File: config.mk
export PLATFORM = sky130hd
export DESIGN_NAME = bfd_ctrl
export DESIGN_NICKNAME = d
export VERILOG_FILES = /design/src/rtl/bfd_pkg.sv /design/src/rtl/bfd_ctrl.sv
export SDC_FILE = /design/constraint.sdc
export NUM_CORES = 1
export LEC_CHECK = 0
export ABC_AREA = 1
export BUFFER_PORTS_ARGS = -buffer_cell sky130_fd_sc_hd__buf_2
export CAP_MARGIN = 5
export CORE_AREA = 2 2 39 41
export DETAILED_ROUTE_END_ITERATION = 16
export DIE_AREA = 0 0 41 43
export PLACE_DENSITY_LB_ADDON = 0.08
export SLEW_MARGIN = 30
export SYNTH_ARGS = -nofsm -noshare
export SYNTH_HDL_FRONTEND = slang
export SYNTH_SLANG_ARGS = --single-unit
File: constraint.sdc
create_clock -name clk -period 0.9 [get_ports clk]
set_input_delay 0.09 -clock clk [delete_from_list [all_inputs] [get_ports clk]]
set_output_delay 0.09 -clock clk [all_outputs]
set_load 0.01 [all_outputs]
File: src/rtl/bfd_pkg.sv
// bfd session table engine: shared types, constants and command/status structs
// no dependencies
`timescale 1ns / 1ps
package bfd_pkg;
  localparam int MaxSessions = 16;
  localparam int SlotW = $clog2(MaxSessions);
  localparam int CntW = $clog2(MaxSessions + 1);

  localparam logic [1:0] REQ_RX    = 2'd0;
  localparam logic [1:0] REQ_TICK  = 2'd1;
  localparam logic [1:0] REQ_SUB   = 2'd2;
  localparam logic [1:0] REQ_UNSUB = 2'd3;

  localparam logic [1:0] ST_ADMINDOWN = 2'd0;
  localparam logic [1:0] ST_DOWN      = 2'd1;
  localparam logic [1:0] ST_INIT      = 2'd2;
  localparam logic [1:0] ST_UP        = 2'd3;

  localparam logic [4:0] DIAG_NEIGHBOR_DOWN = 5'd3;
  localparam logic [31:0] DISCR_WRAP = 32'h7fffffff;

  localparam logic [1:0] CFG_DES_TX = 2'd0;
  localparam logic [1:0] CFG_REQ_RX = 2'd1;
  localparam logic [1:0] CFG_MULT   = 2'd2;

  typedef struct packed {
    logic       load;      // capture request, run lookup
    logic       rx_apply;  // apply packet update to found/new slot
    logic       subscribe;
    logic       unsubscribe;
    logic       mul;       // deadline multiply stage
    logic       emit_rx;   // emit reply for the target slot
    logic       scan_step; // test and maybe emit one tick slot
  } bfd_cmd_t;

  typedef struct packed {
    logic       done_scan;
    logic [1:0] req;
  } bfd_sts_t;
endpackage

File: src/rtl/bfd_ctrl.sv
// bfd session table engine: controller state machine
// depends on bfd_pkg
`timescale 1ns / 1ps
module bfd_ctrl import bfd_pkg::*; (
  input  logic     clk,
  input  logic     rst_n,
  input  logic     start,
  output logic     busy,
  input  bfd_sts_t sts,
  output bfd_cmd_t cmd
);
  localparam logic [2:0] S_IDLE  = 3'd0;
  localparam logic [2:0] S_LOOK  = 3'd1;
  localparam logic [2:0] S_MUL   = 3'd2;
  localparam logic [2:0] S_APPL  = 3'd3;
  localparam logic [2:0] S_EMIT  = 3'd4;
  localparam logic [2:0] S_SCAN  = 3'd5;
  localparam logic [2:0] S_SUB   = 3'd6;
  localparam logic [2:0] S_UNSUB = 3'd7;

  logic [2:0] state_r, state_nxt;

  always_comb begin
    state_nxt = state_r;
    cmd = '0;
    case (state_r)
      S_IDLE: begin
        if (start) begin
          cmd.load = 1'b1;
          state_nxt = S_LOOK;
        end
      end
      S_LOOK: begin
        case (sts.req)
          REQ_RX: state_nxt = S_MUL;
          REQ_TICK: state_nxt = S_SCAN;
          REQ_SUB: state_nxt = S_SUB;
          default: state_nxt = S_UNSUB;
        endcase
      end
      S_SUB: begin
        cmd.subscribe = 1'b1;
        state_nxt = S_IDLE;
      end
      S_UNSUB: begin
        cmd.unsubscribe = 1'b1;
        state_nxt = S_IDLE;
      end
      S_MUL: begin
        cmd.mul = 1'b1;
        state_nxt = S_APPL;
      end
      S_APPL: begin
        cmd.rx_apply = 1'b1;
        state_nxt = S_EMIT;
      end
      S_EMIT: begin
        cmd.emit_rx = 1'b1;
        state_nxt = S_IDLE;
      end
      S_SCAN: begin
        cmd.scan_step = 1'b1;
        if (sts.done_scan) state_nxt = S_IDLE;
      end
      default: state_nxt = S_IDLE;
    endcase
  end

  always_ff @(posedge clk) begin
    if (!rst_n) state_r <= S_IDLE;
    else state_r <= state_nxt;
  end

  assign busy = (state_r != S_IDLE);

`ifndef SYNTH
  a_load_idle: assert property (@(posedge clk) disable iff (!rst_n)
    cmd.load |-> state_r == S_IDLE) else $error("load outside idle");
  a_apply_after_mul: assert property (@(posedge clk) disable iff (!rst_n)
    cmd.rx_apply |-> $past(cmd.mul)) else $error("apply without multiply");
  a_emit_after_apply: assert property (@(posedge clk) disable iff (!rst_n)
    cmd.emit_rx |-> $past(cmd.rx_apply)) else $error("emit without apply");
`endif
endmodule

==> results.md, run 1 <==
- Outcome: complete, but fails checks
- Violations in the final reports: negative setup slack
- Later-pin clock latency in the skew report: 0.23 ns
- Cell with the largest stage delay on the worst path: sky130_fd_sc_hd__dfxtp_4
- Power after layout: 0.000690 W
- Worst Hold Endpoint: state_r[2]$_SDFFE_PN0P_
- Kind of capture point of the worst setup path: output pin
- Post-synthesis instance area: ~230 sq um
- Share of the core filled with cells: approximately 30%
- Post-DP HPWL: 485 um
- Areal power density over the cells: 1630 nW/um^2
- Total global-route track usage: 7.92%
- Largest net degree at the start of global routing: 10
- Total of warnings raised by yosys: 0
- Syn_area_per_cell: between 6 and 7 sq um
- Starting utilization of the core area: between 10% and 20%
- Count of cell types in the netlist: 13
- Worst Setup Path Type: reg -> out
- Minimum setup slack after placement: -0.0548 ns
- Clock sink total: 3
- Number of levels the H-tree was split into: 1
- Required @ worst endpoint: between 0.8 and 0.9 ns
- Footprint of the flip-flops and latches: between 70 and 80 sq um
- Placer congestion estimate: 0.657
- Initial antenna violation count: 0
- Number of optimization iterations in the first detailed-route pass: 2
- Initial detailed-routing violation count: 1
- Layout Nets: 67
- Worst-case clock buffer depth: 2
- Final WS setup: -0.152 ns
- Non-Filler Cell Area, Final: around 420 sq um
- Largest register FFs: 3
- Worst stage delay on the critical path: 0.36 ns
- Number of hold-repair buffers added at the cts stage: 0
- Clock tree from TritonCTS: yes
- Clock transition at the registers of the reported paths: approximately 0.040 ns
- Worst-case clock skew: 0.00392 ns
- Multi-input combinational cell area: between 100 and 150 sq um
- Worst Reg-to-Reg Cells: 6
- Highest-count cells in the layout ignoring fill and taps: sky130_fd_sc_hd__buf_2, sky130_fd_sc_hd__inv_1, sky130_fd_sc_hd__nand3_1, sky130_fd_sc_hd__nand2_1, sky130_fd_sc_hd__buf_4
- Vias post-DR: roughly 310
- Number of rows in the core area: 14
- Number of input and output port buffers inserted: 13
- Number of pins exceeding their max-slew limit in the final report: 0
- First-pass GRT wire length: approximately 900 um
- Die outline area: 1760 sq um
- Instance area at placement: roughly 320 sq um
- Layout cells sized above 1: 58.3%
- DRC violation count after routing: 0
- Number of storage elements in the synthesis netlist: 3
- Detailed-route wire length: about 650 um
- Worst r2r src: state_r[1]$_SDFFE_PN0P_
- Cells after synthesis: 38
- Tightest Pin Transition: about 0.14 ns
- Setup crit start kind: flip-flop
- Biggest regs: state_r (3)
- Count of inserted antenna diode cells: 0
- Total overflow reported by the global router: 0
- Min Clock Period, post-route: about 1.1 ns
- Height of the chip: 43 um
- Max IR drop VDD: roughly 0.61 mV
- Unrepaired setup endpoints after global routing: yes
- Sequential element share of the synthesized area: about 26%
- Beginning of the worst hold path: rst_n
- Total leakage power: around 0.24 nW
- Via count normalized by instance count: between 4 and 5
- Number of global-route vias before repair: around 240
- Detail Route Antenna Nets: 0
- Max-Cap Viols: 0
- Biggest register: state_r
- Final hold violations: 0
- Max Fclk: between 0.9 and 1 GHz
- I/O pin cnt: 14
- Post-synthesis to final-layout area growth: 81.7%
- Most common library cell in the layout ignoring fill and taps: sky130_fd_sc_hd__buf_2
- Number of CTS-inserted buffers: 3
- Post-DR wirelength/cell: roughly 8.6 um
- Crit share post-route: 117%
- Arrival time at the worst endpoint: about 0.96 ns
- Number of instances on the worst hold path: 3
- Cell chain of the critical path: nor2_4, nand2_2, nor2_1, buf_2
- # fillers: 179
- Rel. slew slack: approximately nine tenths
- Reg-to-reg slack, setup: -0.04 ns
- Worst flop-to-flop path endpoint: state_r[0]$_SDFFE_PN0P_
- Nets in the synthesized netlist: 44
- Die span in x: 41 um
- Count of final setup violators: 9
- Worst Hold Class: in -> reg
- Clk Tree Root Cell: sky130_fd_sc_hd__clkbuf_4
- Core area: between 1000 and 1500 sq um
- Maximum fanout along the worst path: 6
synth_stat cells:
cell / instances / share of area (%)
sky130_fd_sc_hd__a21oi_1: 2 / 4.3
sky130_fd_sc_hd__buf_6: 1 / 4.8
sky130_fd_sc_hd__dfxtp_1: 3 / 26
sky130_fd_sc_hd__inv_1: 9 / 15
sky130_fd_sc_hd__inv_2: 2 / 3.2
sky130_fd_sc_hd__nand2_1: 5 / 8.1
sky130_fd_sc_hd__nand2_2: 1 / 2.7
sky130_fd_sc_hd__nand3_1: 4 / 8.6
sky130_fd_sc_hd__nand3_2: 2 / 8.6
sky130_fd_sc_hd__nand4_1: 2 / 5.4
sky130_fd_sc_hd__nor2_1: 3 / 4.8
sky130_fd_sc_hd__nor2_2: 1 / 2.7
sky130_fd_sc_hd__nor3_1: 3 / 6.4
area by class of cell:
| cell class | count | share of cell area, % |
|---|---|---|
| sequential | 3 | 16.9 |
| timing repair buffer | 19 | 27.8 |
| multi-input combinational | 23 | 32.8 |
| inverter | 11 | 11.5 |
| clock buffer | 4 | 6.21 |
| tap | 16 | 4.73 |
worst max-delay path: cells and delay by family (launching register included):
family                 cells  cell delay (ns)
flip-flops                 1             0.36
AND/OR/NAND/NOR            3             0.24
buffers and inverters      1             0.13
report_power, final:
part           switching [W]  leakage (nW)  internal, W  total [W]
clock              0.0000645        0.0150     0.000166   0.000230
combinational       0.000126         0.199     0.000135   0.000261
sequential         0.0000419        0.0267     0.000157   0.000199
total               0.000232         0.241     0.000458   0.000690
worst max-delay path by stage:
stage                     slack (ns)                       to               startpoint  depth (start not counted)
after floorplan                 0.02                   cmd[4]  state_r[1]$_SDFFE_PN0P_                          2
after global placement          -0.1  state_r[1]$_SDFFE_PN0P_  state_r[0]$_SDFFE_PN0P_                          3
after detailed placement       -0.05                   cmd[4]  state_r[0]$_SDFFE_PN0P_                          3
after CTS                      -0.19                   cmd[6]  state_r[1]$_SDFFE_PN0P_                          4
after global routing           -0.21                   cmd[0]  state_r[2]$_SDFFE_PN0P_                          3
final                          -0.15                   cmd[6]  state_r[0]$_SDFFE_PN0P_                          4
what timing repair did:
item / in CTS / in global routing
buffers inserted: 2 / 2
gates resized for setup: 11 / 5
pin swaps: 1 / 4
endpoints found under the setup margin: 11 / 10
logic make-up after synthesis:
| group | Yosys count | synth area share (%) |
|---|---|---|
| and+or+nand+nor | 21 | 47.3 |
| buffers and inverters | 12 | 22.6 |
| DFF | 3 | 25.8 |
| AOI/OAI and AO/OA | 2 | 4.30 |
metal layers:
| layer | track usage [%] | vias to the layer above | wire (um) |
|---|---|---|---|
| met4 | 8.00 | 0 | 0 |
| li1 | - | 162 | - |
| met2 | 11.9 | 7 | 333 |
| met1 | 8.33 | 136 | 274 |
| met5 | 0 | - | 0 |
| met3 | 1.57 | 0 | 44 |
per-stage QoR:
step	hold WS, ns	TNS (ns)	cells
2_1_floorplan	0.222	0	38
3_3_place_gp	0.373	-0.444	68
3_5_place_dp	0.363	-0.235	68
4_1_cts	0.108	-1.13	74
5_1_grt	0.146	-1.53	76
6_report	0.128	-1.02	76
No activity file was read; power rests on OpenSTA's default activity.
==> run 2, diff against run 1 <==
==> constraint.sdc (replaced) <==
create_clock -name clk -period 1.2 [get_ports clk]
set_input_delay 0.18 -clock clk [delete_from_list [all_inputs] [get_ports clk]]
set_output_delay 0.18 -clock clk [all_outputs]
set_load 0.01 [all_outputs]
==> run 2 against run 1 <==
Effect of this change: the flow now finishes without violations; core utilization is 4.1 points lower; clock skew is 0.0017 ns lower; wire length is 6.6% lower; sequential share of layout area is 1.9 points higher; critical path depth stayed put; power is 30% lower; die area stayed put; sequential power is 25% lower; cell count is 6.6% lower; via count is 8.9% lower; cell area is 13% lower; critical path type unchanged; critical endpoint unchanged; highest routed layer unchanged.
==> results.md, run 2 (same netlist as run 1, synthesis figures left out) <==
- Outcome: finished clean
- Clock tree from TritonCTS: yes
- Setup crit start kind: flip-flop
- Layout cells sized above 1: 52.7%
- Number of pins exceeding their max-slew limit in the final report: 0
- Detail Route Antenna Nets: 0
- Layout Nets: 62
- Largest register FFs: 3
- # fillers: about 160
- Clock sink total: 3
- Portion of total power attributed to the clock network: 36.7%
- Post-DR wirelength/cell: roughly 8.6 um
- Count of final setup violators: 0
- First-pass GRT wire length: 966 um
- Placer congestion estimate: between 0.6 and 0.7
- Arrival time at the worst endpoint: a little under 1 ns
- Post-DP HPWL: between 400 and 500 um
- I/O pin cnt: 14
- Combinational Power Share: about 32%
- Biggest regs: state_r (3)
- Minimum setup slack after placement: 0.119 ns
- Height of the chip: about 43 um
- Final WS setup: 0.0381 ns
- Sequential fraction of design power: a little under a third
- Rel. slew slack: ~91%
- Initial detailed-routing violation count: 6
- Footprint of the flip-flops and latches: approximately 69 sq um
- Final hold violations: 0
- Number of optimization iterations in the first detailed-route pass: 2
- Total leakage power: between 0.2 and 0.25 nW
- Detailed-route wire length: between 600 and 700 um
- Clock transition at the registers of the reported paths: 0.04 ns
- Areal power density over the cells: 1310 nW/um^2
- Number of rows in the core area: 14
- Highest-count cells in the layout ignoring fill and taps: sky130_fd_sc_hd__buf_2, sky130_fd_sc_hd__inv_1, sky130_fd_sc_hd__nand3_1, sky130_fd_sc_hd__nand2_1, sky130_fd_sc_hd__clkbuf_4
- Die outline area: 1760 sq um
- Crit share post-route: a little over nine tenths
- Power after layout: approximately 0.00048 W
- Number of input and output port buffers inserted: 13
- Biggest register: state_r
- Number of CTS-inserted buffers: 3
- Initial antenna violation count: 0
- Vias post-DR: 278
- Max Fclk: between 0.8 and 0.9 GHz
- Net switching power of the design: between 0.00015 and 0.0002 W
- Internal power consumption: 0.000309 W
- Worst-case clock skew: approximately 0.0022 ns
- Min Clock Period, post-route: between 1 and 1.5 ns
- Worst Setup Path Type: reg -> out
- Multi-input combinational cell area: 135 sq um
- Maximum fanout along the worst path: 6
- Post-synthesis to final-layout area growth: 57.5%
- Count of inserted antenna diode cells: 0
- Tightest Pin Transition: 0.133 ns
- Number of levels the H-tree was split into: 1
- Tightest hold margin: roughly 0.20 ns
- Starting utilization of the core area: roughly 17%
- Max IR drop VDD: 0.578 mV
- Worst Hold Class: in -> reg
- Share of total power consumed by net switching: 35.6%
- Die span in x: approximately 40 um
- Clk Tree Root Cell: sky130_fd_sc_hd__clkbuf_4
- Number of global-route vias before repair: roughly 240
- Worst-case clock buffer depth: 2
- DRC violation count after routing: 0
- Kind of capture point of the worst setup path: output pin
- Via count normalized by instance count: 3.92
- Required @ worst endpoint: just over 1 ns
- Later-pin clock latency in the skew report: about 0.23 ns
- Total overflow reported by the global router: 0
- Largest net degree at the start of global routing: 11
- Max-Cap Viols: 0
- Most common library cell in the layout ignoring fill and taps: sky130_fd_sc_hd__buf_2
- Core area: between 1000 and 1500 sq um
- Unrepaired setup endpoints after global routing: yes
- Total global-route track usage: 8.72%
## run 2: changes by cell type in the layout (fill, tap and decap cells not counted), sizes merged
| cell | delta |
|---|---|
| clkbuf | +1 |
| buf | -6 |
## run 2: power by group through the flow
stage / Combinational, W / Sequential [W] / Clock [W]
3_5_place_dp: 0.000132 / 0.000143 / 0
6_report: 0.000155 / 0.000149 / 0.000176
2_1_floorplan: 0.000111 / 0.000127 / 0
4_1_cts: 0.000133 / 0.000145 / 0.000186
3_3_place_gp: 0.000135 / 0.000144 / 0
5_1_grt: 0.000178 / 0.000151 / 0.000204
## run 2: path summary, 6_finish.rpt
check / from / end / slack (ns) / cells past startpoint
max reg2reg: state_r[0]$_SDFFE_PN0P_ / state_r[0]$_SDFFE_PN0P_ / 0.23 / 6
min: rst_n / state_r[1]$_SDFFE_PN0P_ / 0.20 / 3
min reg2reg: state_r[2]$_SDFFE_PN0P_ / state_r[2]$_SDFFE_PN0P_ / 0.55 / 2
max: state_r[0]$_SDFFE_PN0P_ / cmd[6] / 0.04 / 4
## run 2: metrics by stage
stage | instance area, sq um | utilization (%) | TNS, ns | cells
CTS | 338 | 24.4 | 0 | 70
floorplan | 233 | - | 0 | 38
global placement | 307 | 22.2 | 0 | 66
finish | 367 | 26.5 | 0 | 71
global route | 367 | 26.5 | -0.0776 | 71
detailed placement | 307 | 22.2 | 0 | 66
## run 2: critical path, stage by stage, from the launching register on
cell,delay (ns)
sky130_fd_sc_hd__dfxtp_4,0.37
sky130_fd_sc_hd__nor2_4,0.12
sky130_fd_sc_hd__nand2_2,0.06
sky130_fd_sc_hd__nor2_2,0.08
sky130_fd_sc_hd__buf_2,0.12
## run 2: what timing repair did
action / in CTS / in global routing
setup buffers: 0 / 1
pin swaps: 0 / 3
hold buffers: 0 / 0
gates resized for setup: 3 / 8
hold endpoints to repair: 0 / 0
endpoints found under the setup margin: 7 / 4
## run 2: final cells by class
type                       instances  area share, %
multi-input combinational         23           36.9
tap                               16           5.46
clock buffer                       4           7.17
timing repair buffer              14           19.1
inverter                          11           12.6
sequential                         3           18.8
## run 2: routing by layer
| layer | routed length (um) | share of wire (%) | global-route usage (%) | vias to the layer above |
|---|---|---|---|---|
| met5 | 0 | 0 | 0 | - |
| met3 | 36 | 5.9 | 7.85 | 0 |
| li1 | - | - | - | 153 |
| met1 | 305 | 50 | 10.9 | 118 |
| met4 | 0 | 0 | 4.00 | 0 |
| met2 | 268 | 44 | 10.0 | 7 |
